<file path="src/itc_pkg.sv">
// ----------------------------------------------------------------------------
// itc_pkg: shared types and constants for the integer to text converter
// Holds the number kind codes, controller states, the command and status
// bundles between controller and datapath, and the digit to ASCII mapping.
// ----------------------------------------------------------------------------
`default_nettype none

package itc_pkg;

  // widths of the number and of the packed decimal register
  localparam int unsigned VAL_W      = 64;
  localparam int unsigned HALF_W     = VAL_W / 2;
  localparam int unsigned NUM_DIGITS = 20;
  localparam int unsigned DIG_W      = NUM_DIGITS * 4;
  localparam int unsigned ITER_W     = 7;
  localparam int unsigned REM_W      = 5;
  localparam int unsigned CHAR_W     = 7;

  // number kind codes carried on the input side
  localparam logic [1:0] KIND_S32 = 2'd0;
  localparam logic [1:0] KIND_U32 = 2'd1;
  localparam logic [1:0] KIND_S64 = 2'd2;
  localparam logic [1:0] KIND_U64 = 2'd3;

  // ascii codes
  localparam logic [CHAR_W-1:0] CHAR_MINUS  = 7'h2d;
  localparam logic [CHAR_W-1:0] CHAR_ZERO   = 7'h30;
  localparam logic [CHAR_W-1:0] CHAR_LOWER_A = 7'h61;

  typedef enum logic [2:0] {
    ST_IDLE,
    ST_CONVERT,
    ST_TRIM,
    ST_SIGN,
    ST_EMIT
  } itc_state_t;

  // controller to datapath commands
  typedef struct packed {
    logic load;        // capture a new number
    logic dabble;      // one shift and add-3 step
    logic shift;       // drop the top digit
    logic emit_sign;   // load the minus sign into the output register
    logic emit_digit;  // load the top digit into the output register
  } itc_cmd_t;

  // datapath to controller status
  typedef struct packed {
    logic iter_zero;   // conversion steps all done
    logic top_zero;    // top digit is zero
    logic rem_one;     // one digit left
    logic neg;         // number prints with a minus sign
  } itc_sts_t;

  // one digit value to its lower-case ascii code
  function automatic logic [CHAR_W-1:0] digit_char(input logic [3:0] d);
    logic [CHAR_W-1:0] c;
    if (d < 4'd10) begin
      c = CHAR_ZERO + {3'b000, d};
    end else begin
      c = CHAR_LOWER_A + {3'b000, d} - 7'd10;
    end
    return c;
  endfunction

endpackage : itc_pkg

`default_nettype wire

</file>
<file path="src/itc_dp.sv">
// ----------------------------------------------------------------------------
// itc_dp: datapath of the integer to text converter
// Sign handling, serial binary to packed decimal conversion, digit register
// with leading zero removal, and the output word register payload.
// ----------------------------------------------------------------------------
`default_nettype none

module itc_dp
  import itc_pkg::*;
(
  input  wire logic              clk,
  input  wire logic [VAL_W-1:0]  value,
  input  wire logic [1:0]        number_kind,
  input  wire logic              hex_mode,
  input  wire itc_cmd_t          cmd,
  output itc_sts_t               sts,
  output logic [CHAR_W-1:0]      character,
  output logic                   last_char
);

  localparam logic [ITER_W-1:0] ITER_WIDE   = ITER_W'(VAL_W);
  localparam logic [ITER_W-1:0] ITER_NARROW = ITER_W'(HALF_W);
  localparam logic [REM_W-1:0]  REM_FULL    = REM_W'(NUM_DIGITS);

  logic [VAL_W-1:0]  mag_r, mag_nxt;
  logic [DIG_W-1:0]  dig_r, dig_nxt;
  logic [ITER_W-1:0] iter_r, iter_nxt;
  logic [REM_W-1:0]  rem_r, rem_nxt;
  logic              neg_r, neg_nxt;
  logic [CHAR_W-1:0] char_r, char_nxt;
  logic              last_r, last_nxt;

  logic              wide;
  logic              is_signed;
  logic              negative;
  logic [VAL_W-1:0]  masked;
  logic [VAL_W-1:0]  magnitude;
  logic [HALF_W-1:0] mag_narrow;
  logic [DIG_W-1:0]  adj;

  // kind decode and unsigned magnitude of the incoming number
  always_comb begin
    wide       = (number_kind == KIND_S64) || (number_kind == KIND_U64);
    is_signed  = (number_kind == KIND_S32) || (number_kind == KIND_S64);
    masked     = wide ? value : {{HALF_W{1'b0}}, value[HALF_W-1:0]};
    negative   = !hex_mode && is_signed &&
                 (wide ? value[VAL_W-1] : value[HALF_W-1]);
    mag_narrow = negative ? (~value[HALF_W-1:0] + 1'b1) : value[HALF_W-1:0];
    if (wide) begin
      magnitude = negative ? (~value + 1'b1) : value;
    end else begin
      // narrow numbers sit in the top half so fewer steps are needed
      magnitude = {mag_narrow, {HALF_W{1'b0}}};
    end
  end

  // add 3 to every decimal digit of five or more
  always_comb begin
    for (int i = 0; i < NUM_DIGITS; i++) begin
      adj[4*i +: 4] = (dig_r[4*i +: 4] >= 4'd5) ? dig_r[4*i +: 4] + 4'd3
                                                : dig_r[4*i +: 4];
    end
  end

  // next values of the datapath registers
  always_comb begin
    mag_nxt  = mag_r;
    dig_nxt  = dig_r;
    iter_nxt = iter_r;
    rem_nxt  = rem_r;
    neg_nxt  = neg_r;
    char_nxt = char_r;
    last_nxt = last_r;
    if (cmd.load) begin
      neg_nxt = negative;
      rem_nxt = REM_FULL;
      mag_nxt = magnitude;
      if (hex_mode) begin
        dig_nxt  = {{(DIG_W-VAL_W){1'b0}}, masked};
        iter_nxt = '0;
      end else begin
        dig_nxt  = '0;
        iter_nxt = wide ? ITER_WIDE : ITER_NARROW;
      end
    end
    if (cmd.dabble) begin
      dig_nxt  = {adj[DIG_W-2:0], mag_r[VAL_W-1]};
      mag_nxt  = {mag_r[VAL_W-2:0], 1'b0};
      iter_nxt = iter_r - 1'b1;
    end
    if (cmd.emit_sign) begin
      char_nxt = CHAR_MINUS;
      last_nxt = 1'b0;
    end
    if (cmd.emit_digit) begin
      char_nxt = digit_char(dig_r[DIG_W-1 -: 4]);
      last_nxt = (rem_r == 5'd1);
    end
    if (cmd.shift) begin
      dig_nxt = {dig_r[DIG_W-5:0], 4'h0};
      rem_nxt = rem_r - 1'b1;
    end
  end

  // payload registers
  always_ff @(posedge clk) begin
    mag_r  <= mag_nxt;
    dig_r  <= dig_nxt;
    iter_r <= iter_nxt;
    rem_r  <= rem_nxt;
    neg_r  <= neg_nxt;
    char_r <= char_nxt;
    last_r <= last_nxt;
  end

  // status back to the controller
  always_comb begin
    sts.iter_zero = (iter_r == '0);
    sts.top_zero  = (dig_r[DIG_W-1 -: 4] == 4'h0);
    sts.rem_one   = (rem_r == 5'd1);
    sts.neg       = neg_r;
  end

  assign character = char_r;
  assign last_char = last_r;

endmodule : itc_dp

`default_nettype wire

</file>
<file path="src/itc_ctrl.sv">
// ----------------------------------------------------------------------------
// itc_ctrl: controller of the integer to text converter
// Sequences load, conversion, leading zero removal and emission of the
// characters, and owns the valid flag of the output word register.
// ----------------------------------------------------------------------------
`default_nettype none

module itc_ctrl
  import itc_pkg::*;
(
  input  wire logic     clk,
  input  wire logic     rst_n,
  input  wire logic     in_tvalid,
  output logic          in_tready,
  output logic          out_tvalid,
  input  wire logic     out_tready,
  input  wire itc_sts_t sts,
  output itc_cmd_t      cmd
);

  itc_state_t state_r, state_nxt;
  logic       out_valid_r, out_valid_nxt;
  logic       out_free;

  assign out_free = !out_valid_r || out_tready;

  // next state
  always_comb begin
    state_nxt = state_r;
    unique case (state_r)
      ST_IDLE: begin
        if (in_tvalid) begin
          state_nxt = ST_CONVERT;
        end
      end
      ST_CONVERT: begin
        if (sts.iter_zero) begin
          state_nxt = ST_TRIM;
        end
      end
      ST_TRIM: begin
        if (!sts.top_zero || sts.rem_one) begin
          state_nxt = sts.neg ? ST_SIGN : ST_EMIT;
        end
      end
      ST_SIGN: begin
        if (out_free) begin
          state_nxt = ST_EMIT;
        end
      end
      ST_EMIT: begin
        if (out_free && sts.rem_one) begin
          state_nxt = ST_IDLE;
        end
      end
      default: state_nxt = ST_IDLE;
    endcase
  end

  // outputs and commands
  always_comb begin
    cmd       = '0;
    in_tready = 1'b0;
    unique case (state_r)
      ST_IDLE: begin
        in_tready = 1'b1;
        cmd.load  = in_tvalid;
      end
      ST_CONVERT: begin
        cmd.dabble = !sts.iter_zero;
      end
      ST_TRIM: begin
        cmd.shift = sts.top_zero && !sts.rem_one;
      end
      ST_SIGN: begin
        cmd.emit_sign = out_free;
      end
      ST_EMIT: begin
        cmd.emit_digit = out_free;
        cmd.shift      = out_free;
      end
      default: cmd = '0;
    endcase
    if (cmd.emit_sign || cmd.emit_digit) begin
      out_valid_nxt = 1'b1;
    end else if (out_tready) begin
      out_valid_nxt = 1'b0;
    end else begin
      out_valid_nxt = out_valid_r;
    end
  end

  // control registers
  always_ff @(posedge clk) begin
    if (!rst_n) begin
      state_r     <= ST_IDLE;
      out_valid_r <= 1'b0;
    end else begin
      state_r     <= state_nxt;
      out_valid_r <= out_valid_nxt;
    end
  end

  assign out_tvalid = out_valid_r;

  // a word is only loaded when the output register can take it
  a_emit_free: assert property (@(posedge clk) disable iff (!rst_n)
    (cmd.emit_sign || cmd.emit_digit) |-> out_free)
    else $error("character loaded over a word still waiting");

  // the minus sign is only sent for negative decimal numbers
  a_sign_neg: assert property (@(posedge clk) disable iff (!rst_n)
    (state_r == ST_SIGN) |-> sts.neg)
    else $error("sign state entered for a non-negative number");

  // commands that move the digit register never coincide with a load
  a_cmd_excl: assert property (@(posedge clk) disable iff (!rst_n)
    $onehot0({cmd.load, cmd.dabble, cmd.shift}))
    else $error("conflicting datapath commands");

  // after the final digit the block is ready for the next word
  a_last_idle: assert property (@(posedge clk) disable iff (!rst_n)
    (cmd.emit_digit && sts.rem_one) |=> (state_r == ST_IDLE))
    else $error("block not idle after final character");

endmodule : itc_ctrl

`default_nettype wire

</file>
<file path="src/integer_to_text_converter.sv">
// Sequence: a decimal word runs 32 (32-bit kinds) or 64 (64-bit kinds) serial
//   shift and add-3 steps, a hex word none; leading zero digits are then trimmed
//   from the 20-digit register (up to 19), a minus sign goes out if negative,
//   then one digit a cycle while the output register is free. A new input word
//   is accepted only once the final character of the previous one is loaded.
//   Reset: rst_n idles it.
// ----------------------------------------------------------------------------
// integer_to_text_converter: integer to ascii text, one character per word
// Converts a 32 or 64 bit signed or unsigned integer to decimal or lower-case
// hex text, most significant character first, marking the final character.
// Synchronous active-low reset empties the output register; payload registers
// are not reset.
// ----------------------------------------------------------------------------
`default_nettype none

module integer_to_text_converter
  import itc_pkg::*;
(
  input  wire logic             clk,
  input  wire logic             rst_n,
  // input stream
  input  wire logic             in_tvalid,
  output logic                  in_tready,
  input  wire logic [VAL_W-1:0] in_tdata,   // [63:0] value
  input  wire logic [2:0]       in_tuser,   // [1:0] number_kind, [2] hex_mode
  // result stream
  output logic                  out_tvalid,
  input  wire logic             out_tready,
  output logic [7:0]            out_tdata,  // [6:0] character, [7] zero
  output logic                  out_tlast   // last_char
);

  itc_cmd_t          cmd;
  itc_sts_t          sts;
  logic [CHAR_W-1:0] character;

  // sequencing
  itc_ctrl u_ctrl (
    .clk        (clk),
    .rst_n      (rst_n),
    .in_tvalid  (in_tvalid),
    .in_tready  (in_tready),
    .out_tvalid (out_tvalid),
    .out_tready (out_tready),
    .sts        (sts),
    .cmd        (cmd)
  );

  // conversion and character datapath
  itc_dp u_dp (
    .clk         (clk),
    .value       (in_tdata),
    .number_kind (in_tuser[1:0]),
    .hex_mode    (in_tuser[2]),
    .cmd         (cmd),
    .sts         (sts),
    .character   (character),
    .last_char   (out_tlast)
  );

  assign out_tdata = {1'b0, character};

endmodule : integer_to_text_converter

`default_nettype wire
</file>
<file path="config.mk">
export PLATFORM = sky130hd
export DESIGN_NAME = integer_to_text_converter
export DESIGN_NICKNAME = d
export VERILOG_FILES = /design/src/itc_pkg.sv /design/src/itc_dp.sv /design/src/itc_ctrl.sv /design/src/integer_to_text_converter.sv
export SDC_FILE = /design/constraint.sdc
export NUM_CORES = 1
export LEC_CHECK = 0
export ABC_CLOCK_PERIOD_IN_PS = 9350
export BUFFER_PORTS_ARGS = -buffer_cell sky130_fd_sc_hd__buf_4
export CORE_ASPECT_RATIO = 0.5
export CORE_MARGIN = 3
export CORE_UTILIZATION = 49
export CTS_BUF_LIST = sky130_fd_sc_hd__clkbuf_4
export CTS_CLUSTER_DIAMETER = 50
export DETAILED_ROUTE_END_ITERATION = 8
export PLACE_DENSITY = 0.63
export SYNTH_ARGS = -nofsm -noshare
export SYNTH_HDL_FRONTEND = slang
export SYNTH_HIERARCHICAL = 1
export SYNTH_SLANG_ARGS = --single-unit
</file>
<file path="constraint.sdc">
create_clock -name clk -period 9.35 [get_ports clk]
set_input_delay 2.805 -clock clk [delete_from_list [all_inputs] [get_ports clk]]
set_output_delay 2.805 -clock clk [all_outputs]
set_load 0.02 [all_outputs]
</file>
==> run metrics, run 1 <==
htree depth=4; r2r worst-path depth=12; I/O Buffers=80; Area Overhead vs Synth=8.94%; worst-case clock skew=25.7 ps; synth unique cells=71; setup tns final=0 ps; CP startpoint=in_tdata[12]; Mean Syn Cell Area=8.98 um2; CTS Hold Bufs=0; CTS tree=yes; most frequent cells in the layout=168 x nand2_1, 160 x edfxtp_1, 115 x o21ai_0; Post-CTS Setup Inserts=0; Clock Path Buffers=2; Core Area=0.0232 mm2; Pwr Density=176 mW/mm2; final wirelength=34,600 um; CTS root buf=clkbuf_4; max_cap viols=0; maximum VDD drop=0.0933 mV; post-route minimum period=5720 ps; Final ANT Viol Nets=0; #FFs+latches synth=169; CP Capture Type=flip-flop; status=completed; commonest non-fill, non-tap cell in the layout=nand2_1; total die area=0.0260 mm2; Hold Crit Depth=2; largest cells by area after synthesis=edfxtp_1 41%, nand2_1 5.4%, o21ai_0 4.9%, ha_1 4.8%, a21oi_1 4.7%; Crit path max-delay family=simple AND/OR/NAND/NOR gates; Initial Util=50.7%; WL per Instance=20.8 um; synthesized instance count=1,309; layout cell share with drive strength beyond 1=11.6%; CP Launch Type=input port; gr ovfl total=0; asr flop ratio synth=0%; drt pass-1 iters=7; syn_nets=1,425; max_slew headroom=25.7%; Crit path depth=7; Worst Tran Pin Value=1110 ps; top cell type's share of synthesized area=40.9%; Via Count=10,400; GP Congestion=0.917; DRC Markers=0; Final nets=1,453; largest net degree at the start of global routing=93; GRT Total Usage=26.4%; RSZ-0062 raised after global routing=false; Cell Chain, Critical Path=buf_4 > nor4_1 > nand4_1 > nor4_2 > a21oi_1 > or4b_1 > a32o_1; Synth Flop Type=edfxtp_1; mapped cell area=0.0118 mm2; Fin. Hold Viols=0; Worst Path Max Fanout=13; Tcrit/Tclk final=61.2%; post-CTS sizing=0; cell taking the most area after synthesis=edfxtp_1; final setup fails=0; number of global-route vias before repair=9,472; FF-to-FF Start=u_dp/iter_r[0]; sequential area share after synthesis=42.4%; hold_sp=u_dp/mag_r[0]; Max Freq=175 MHz; Filler Cells Inserted=2,094; Die Wd=225 um; Tot Pwr=2.26 mW; vias per std cell=6.23; Critical Path Max Stage Delay=1120 ps; initial antenna violation count=5; Syn. warnings=6; first-pass GRT wire length=52,900 um; WP data arrival=6130 ps; Iteration-0 DRC Markers=1,133; EDFF count, synth=160; Cell Rows=39; Leakage Power=4.68 nW; Worst EP required=9760 ps; HP Class=flip-flop to flip-flop; Crit path buffers/inverters=1; HPWL after DPL=24,200 um; Clock Pin Slew Worst Setup and Hold Paths=150 ps; crit path kind=input port to flip-flop; IO Count=82; Slew Limit Fails=0; CP max-delay cell=nor4_2; Die Ht=116 um; # clock sinks=169; later-pin clock latency in the skew report=630 ps; CTS Buf Count=17
-- cell type report --
type / instances / area (um2) / share of cell area [%]
sequential: 169 / 4980 / 38.9
multi-input combinational: 981 / 6150 / 48.0
antenna: 4 / 10.0 / 0.0782
tap: 307 / 384 / 3.00
clock inverter: 12 / 151 / 1.18
inverter: 77 / 289 / 2.26
timing repair buffer: 91 / 683 / 5.34
clock buffer: 20 / 150 / 1.17
-- worst reg2reg max path: stages, from the launching register on --
cell	delay, ps
edfxtp_1	440
inv_1	80
ha_1	180
nand2_1	120
nor4_1	470
nor2_1	130
and2_4	270
nor2b_1	620
and2_1	710
nand2_1	420
a211oi_1	320
a31oi_1	70
o211ai_1	140
-- stage by stage --
step / hold WS, ps / cells / worst slack, ps / util [%] / cell area [um2]
floorplan: 432 / 1309 / 3410 / - / 11800
global placement: 442 / 1625 / 3180 / 53.9 / 12500
detailed placement: 451 / 1625 / 3070 / 53.9 / 12500
CTS: 470 / 1657 / 3780 / 55.2 / 12800
global route: 517 / 1659 / 3540 / 55.2 / 12800
finish: 471 / 1661 / 3630 / 55.2 / 12800
-- Yosys cell counts, drive strengths merged, types with 12 or more instances --
library cell  number
a21oi            111
a22oi             12
or3               17
mux2i             15
o21ai            115
a211oi            30
nor3              36
buf               16
nand4             12
nand2            168
inv               77
xnor2             42
nor4              19
nor2              83
ha                45
clkbuf            66
xor2              26
nand3             16
a221oi            36
edfxtp           160
and3              13
nand2b            35
nor3b             13
o31ai             16
-- logic make-up after synthesis --
| group | Yosys count | share of synthesized area, % |
|---|---|---|
| buf+inv | 159 | 5.40 |
| xor+xnor | 68 | 5.07 |
| mux | 24 | 2.14 |
| other cells | 2 | 0.0639 |
| fa+ha+maj | 45 | 4.79 |
| simple gates | 452 | 19.1 |
| flops | 169 | 42.4 |
| compound gates | 390 | 21.0 |
-- power by group --
part	switching, mW	total [mW]	internal, mW
combinational	0.413	0.671	0.258
clock	0.276	0.469	0.193
sequential	0.106	1.12	1.01
total	0.795	2.26	1.46
-- sequential cells by signal, summed over array words and instances, names as in the netlist, 3 cells and up --
name	cells
u_ctrl/state_r	3
u_dp/character	7
u_dp/dig_r	80
u_dp/iter_r	7
u_dp/mag_r	64
u_dp/rem_r	5
-- layer usage --
metal	GRT usage, %	share of wire (%)	vias up
li1	-	-	4894
met1	37.0	44	4935
met2	39.8	43	453
met3	7.16	10	63
met4	9.22	2.1	6
met5	0	0.11	-
-- final timing paths --
kind,to,slack [ps]
setup / recovery,u_dp/mag_r[44],3630
hold / removal,u_dp/mag_r[0],470
setup reg to reg,u_dp/mag_r[58],5240
hold reg to reg,u_dp/mag_r[0],470
No activity file was read; power rests on OpenSTA's default activity.
==> inputs of run 2 (changes only) <==
--- a/config.mk
+++ b/config.mk
@@ -5,7 +5,7 @@
 export SDC_FILE = /design/constraint.sdc
 export NUM_CORES = 1
 export LEC_CHECK = 0
-export ABC_CLOCK_PERIOD_IN_PS = 9350
+export ABC_CLOCK_PERIOD_IN_PS = 4600
 export BUFFER_PORTS_ARGS = -buffer_cell sky130_fd_sc_hd__buf_4
 export CORE_ASPECT_RATIO = 0.5
 export CORE_MARGIN = 3
@@ -13,7 +13,7 @@
 export CTS_BUF_LIST = sky130_fd_sc_hd__clkbuf_4
 export CTS_CLUSTER_DIAMETER = 50
 export DETAILED_ROUTE_END_ITERATION = 8
-export PLACE_DENSITY = 0.63
+export PLACE_DENSITY = 0.65
 export SYNTH_ARGS = -nofsm -noshare
 export SYNTH_HDL_FRONTEND = slang
 export SYNTH_HIERARCHICAL = 1
==> constraint.sdc (replaced) <==
create_clock -name clk -period 4.6 [get_ports clk]
set_input_delay 1.38 -clock clk [delete_from_list [all_inputs] [get_ports clk]]
set_output_delay 1.38 -clock clk [all_outputs]
set_load 0.02 [all_outputs]
==> run 2 against run 1 <==
Effect of this change: worst hold slack improved by 12 ps; critical path type is now flip-flop to flip-flop; count of clock-buffer cells in the layout decreased by 2; critical path depth increased by 5; critical endpoint is now u_dp/mag_r[60]; sequential cell count unchanged; highest routed layer is now met4; clock skew decreased by 6.5 ps; sequential power increased by 100%; first-iteration DRC count increased by 27%.
==> run metrics, run 2 (same netlist as run 1, synthesis figures left out) <==
Cell Rows=39 (unchanged); maximum VDD drop=0.211 mV (+130%); Clock Pin Slew Worst Setup and Hold Paths=150 ps (about the same); Place WS=541 ps (-2530 ps); Die Wd=225 um (unchanged); Initial Util=50.7% (unchanged); Cell Chain, Critical Path=inv_1 > ha_1 > nand2_1 > nor4_1 > nor2_1 > and2_4 > nor2b_1 > nand2b_1 > buf_4 > nor4_1 > a31oi_1 > nand3_1; Fin. Hold Viols=0 (unchanged); Via Count=10,500 (+1.8%); Tcrit/Tclk final=79.6%; WL per Instance=20.8 um (about the same); final setup fails=0 (unchanged); initial antenna violation count=0 (-5); GRT Total Usage=26.7% (+0.34 points); final wirelength=34,800 um (+0.64%); CP Launch Type=flip-flop; max_slew headroom=32.5% (+6.8 points); CTS root buf=clkbuf_4; final core utilization=55.9% (+0.64 points); cell repeated most along the worst path=nor4_1; most frequent cells in the layout=168 x nand2_1, 160 x edfxtp_1, 115 x o21ai_0; gr ovfl total=0 (unchanged); I/O Buffers=80 (unchanged); CTS tree=yes; Crit path buffers/inverters=2 (+1); Leakage Power=4.77 nW (+1.9%); Final ANT Viol Nets=0 (unchanged); crit path kind=flip-flop to flip-flop; setup tns final=0 ps (unchanged); worst-case clock skew=19.3 ps (-6.45 ps); post-CTS sizing=0 (unchanged); vias per std cell=6.30 (+1.1%); largest net degree at the start of global routing=171 (+84%); layout cell share with drive strength beyond 1=12.6% (+1.0 points); RSZ-0062 raised after global routing=false; max FFs per register=80 (unchanged); htree depth=4 (unchanged); # clock sinks=169 (unchanged); CP max-delay cell=nor2b_1; Clock Path Buffers=2 (unchanged); IO Count=82 (unchanged); WP data arrival=4170 ps (-1960 ps); Iteration-0 DRC Markers=1,440 (+27%); PnR worst setup slack=939 ps (-2690 ps); Largest regs=u_dp/dig_r (80), u_dp/mag_r (64); Die Ht=116 um (unchanged); DRC Markers=0 (unchanged); drt pass-1 iters=6 (-1); Area Overhead vs Synth=10.2%; first-pass GRT wire length=53,900 um (+1.7%); Pwr Density=358 mW/mm2 (+100%); Post-CTS Setup Inserts=0 (unchanged); CP Capture Type=flip-flop; CTS Hold Bufs=0 (unchanged); commonest non-fill, non-tap cell in the layout=nand2_1; max_cap viols=0 (unchanged); Critical Path Max Stage Delay=770 ps (-350 ps); Slew Limit Fails=0 (unchanged); number of global-route vias before repair=9,719 (+2.6%); Worst Path Max Fanout=14 (+1); Reg with most FFs=u_dp/dig_r; diode count=0 (-4); Crit path max-delay family=simple AND/OR/NAND/NOR gates; post-route minimum period=3660 ps; Worst EP required=5100 ps (-4660 ps); Final nets=1,468 (+1.0%); CTS Buf Count=17 (unchanged); Max Freq=273 MHz; GP Congestion=0.968 (+5.6%); HP Class=flip-flop to flip-flop; status=completed; total die area=0.0260 mm2 (unchanged); HPWL after DPL=24,000 um (-1.1%); Core Area=0.0232 mm2 (unchanged); Worst Tran Pin Value=1010 ps (-94.3 ps); later-pin clock latency in the skew report=640 ps (about the same)
[run 2: through the flow]
stage | instance area (um2) | cells | hold WS [ps] | total power [mW]
global placement | 12600 | 1640 | 441 | 3.60
finish | 12900 | 1672 | 483 | 4.64
floorplan | 11800 | 1309 | 432 | 3.20
CTS | 12900 | 1672 | 478 | 4.64
global route | 12900 | 1672 | 515 | 4.92
detailed placement | 12600 | 1640 | 457 | 3.65
[run 2: cell type report]
type	count	area (um2)
clock buffers	18	135
fillers	2102	10200
well taps	307	384
multi-input cells	981	6150
repair buffers	106	833
inverters	77	289
flip-flops and latches	169	4980
clock inverters	14	174
[run 2: routing by layer]
| layer | part of all wire [%] | track usage (%) |
|---|---|---|
| met5 | 0 | 0 |
| met4 | 1.1 | 6.09 |
| met3 | 10 | 8.07 |
| met2 | 44 | 39.5 |
| met1 | 45 | 38.8 |
[run 2: worst register-to-register path: cells and delay by family, from the launching register on]
family                   cells  cell delay (ps)
buffers and inverters        2              430
adder cells (fa/ha/maj)      1              180
AO/OA/AOI/OAI                1               70
AND/OR/NAND/NOR              8             2450
flip-flops                   1              440
[run 2: report_power, final]
group / total [mW] / switching, mW / internal (mW)
clock: 0.980 / 0.594 / 0.386
combinational: 1.39 / 0.852 / 0.538
sequential: 2.27 / 0.217 / 2.05
[run 2: path summary, 6_finish.rpt]
kind	start	end	slack, ps	depth (start not counted)
max	u_dp/iter_r[0]	u_dp/mag_r[60]	940	12
max reg2reg	u_dp/iter_r[0]	u_dp/mag_r[60]	940	12
min	u_dp/mag_r[0]	u_dp/mag_r[0]	480	2
min reg2reg	u_dp/mag_r[0]	u_dp/mag_r[0]	480	2
==> inputs of run 3 (changes only) <==
--- a/config.mk
+++ b/config.mk
@@ -5,7 +5,7 @@
 export SDC_FILE = /design/constraint.sdc
 export NUM_CORES = 1
 export LEC_CHECK = 0
-export ABC_CLOCK_PERIOD_IN_PS = 4600
+export ABC_CLOCK_PERIOD_IN_PS = 3300
 export BUFFER_PORTS_ARGS = -buffer_cell sky130_fd_sc_hd__buf_4
 export CORE_ASPECT_RATIO = 0.5
 export CORE_MARGIN = 3
==> constraint.sdc (replaced) <==
create_clock -name clk -period 3.3 [get_ports clk]
set_input_delay 0.99 -clock clk [delete_from_list [all_inputs] [get_ports clk]]
set_output_delay 0.99 -clock clk [all_outputs]
set_load 0.02 [all_outputs]
==> run 3 against run 2 <==
Effect of this change: global-route usage up 0.59 points; sequential power grew 39%; sequential share of layout area is 1.6 points lower; core utilization rose by 2.4 points; combinational power up 43%; critical path depth is 3 lower; die area did not move; via count increased by 1.0%.
==> run metrics, run 3 (same netlist as run 1, synthesis figures left out) <==
post-route minimum period=2980 ps (-684 ps); reg-to-reg endpoint=u_dp/dig_r[32]; largest net degree at the start of global routing=79 (-54%); placed standard-cell area=0.0131 mm2 (+4.0%); status=completed; IO Count=82 (unchanged); Place WS=-226 ps (-767 ps); most frequent cells in the layout=168 x nand2_1, 166 x buf_4, 160 x edfxtp_1; I/O Buffers=80 (unchanged); Leakage Power=5.13 nW (+7.6%); HPWL after DPL=25,300 um (+5.6%); # clock sinks=169 (unchanged); FF-to-FF Start=u_dp/dig_r[77]; Clock Path Buffers=2 (unchanged); maximum VDD drop=0.224 mV (+6.2%); first-pass GRT wire length=55,400 um (+2.8%); Worst Tran Pin Value=713 ps (-298 ps); r2r worst-path depth=9 (-3); htree depth=4 (unchanged); Iteration-0 DRC Markers=1,330 (-7.6%); CTS tree=yes; CTS Hold Bufs=0 (unchanged); total die area=0.0260 mm2 (unchanged); gr ovfl total=0 (unchanged); Die Ht=116 um (unchanged); CP Capture Type=flip-flop; CP Launch Type=flip-flop; CTS Buf Count=17 (unchanged); max_cap viols=0 (unchanged); WP data arrival=3330 ps (-840 ps); Initial Util=50.7% (unchanged); max FFs per register=80 (unchanged); Max Freq=336 MHz (+23%); Tcrit/Tclk final=90.2% (+11 points); GRT Total Usage=27.3% (+0.59 points); fin area=0.0135 mm2 (+4.2%); CTS root buf=clkbuf_4; HP Class=flip-flop to flip-flop; Hold Crit Depth=2 (unchanged); final setup fails=0 (unchanged); Reg with most FFs=u_dp/dig_r; WHS Endpoint=u_dp/mag_r[0]; Post-CTS Setup Inserts=0 (unchanged); Cell Rows=39 (unchanged); later-pin clock latency in the skew report=630 ps (about the same); Final nets=1,532 (+4.4%); Worst Path Max Fanout=35 (+21); DRC Markers=0 (unchanged); Pwr Density=492 mW/mm2 (+37%); initial antenna violation count=1 (+1); CP startpoint=u_dp/dig_r[77]; hold_sp=u_dp/mag_r[0]; number of global-route vias before repair=10,000 (+3.3%); Die Wd=225 um (unchanged); PnR worst setup slack=323 ps (-616 ps); final std cells w/o fill=1,736 (+3.8%); drt pass-1 iters=6 (unchanged); RSZ-0062 raised after global routing=false; worst reg-to-reg setup slack=320 ps (-620 ps); diode count=0 (unchanged); commonest non-fill, non-tap cell in the layout=nand2_1; Worst EP required=3660 ps (-1440 ps); worst-case clock skew=22.3 ps (+3.00 ps); crit path kind=flip-flop to flip-flop; Via Count=10,600 (+1.0%); GP Congestion=0.921 (-4.9%); WL per Instance=20.2 um (-3.1%); Final ANT Viol Nets=0 (unchanged); Area Overhead vs Synth=14.8%; Tot Pwr=6.63 mW (+43%); setup tns final=0 ps (unchanged); Fin. Hold Viols=0 (unchanged); max_slew headroom=52.3% (+20 points); Clock Pin Slew Worst Setup and Hold Paths=140 ps (about the same); Core Area=0.0232 mm2 (unchanged); Slew Limit Fails=0 (unchanged); final core utilization=58.2% (+2.4 points); final wirelength=35,000 um (+0.62%); placed insts=1,704 (+3.9%); Largest regs=u_dp/dig_r (80), u_dp/mag_r (64); final hold slack=469 ps (-14.2 ps); vias per std cell=6.13 (-2.7%); layout cell share with drive strength beyond 1=16.6% (+4.0 points)
==> run 3: changes by cell type in the layout (fill, tap and decap cells not counted), moves of 2 or more <==
cell	before	now
inv_6	2	0
clkbuf_4	18	24
clkinv_4	3	0
clkinvlp_4	4	2
buf_4	103	166
bufinv_16	3	5
==> run 3: repair_timing <==
item | 4_1_cts | 5_1_grt
setup endpoints to repair | 0 | 4
hold endpoints to repair | 0 | 0
resized for setup | 0 | 1
==> run 3: area by class of cell <==
class | count | area, um2
fillers | 2023 | 9680
flip-flops and latches | 169 | 4980
repair buffers | 170 | 1330
clock buffers | 24 | 180
clock inverters | 8 | 170
well taps | 307 | 384
inverters | 77 | 289
multi-input cells | 981 | 6160
==> run 3: power breakdown <==
part           switching [mW]  internal, mW
Sequential              0.293          2.85
Combinational            1.20         0.793
Clock                   0.763         0.736
Total                    2.25          4.38
==> run 3: worst max path at each step <==
stage,end,slack (ps)
after floorplan,u_dp/mag_r[47],-180
after global placement,u_dp/mag_r[47],-210
after detailed placement,u_dp/mag_r[47],-230
after CTS,u_dp/mag_r[51],280
after global routing,u_dp/mag_r[51],130
final,u_dp/dig_r[32],320
==> run 3: critical path: stages (launching register included) <==
cell	delay, ps
edfxtp_1	460
inv_1	170
ha_1	160
nor3b_1	150
or2b_1	280
or4_4	450
nand2b_4	150
buf_4	370
a221oi_1	90
a21oi_1	440
==> run 3: per-layer routing <==
layer | vias up | global-route usage [%] | share of wire (%)
met5 | - | 0 | 0.037
met4 | 2 | 7.48 | 1.5
met3 | 40 | 6.71 | 10
li1 | 5046 | - | -
met1 | 5066 | 39.8 | 45
met2 | 489 | 40.8 | 43
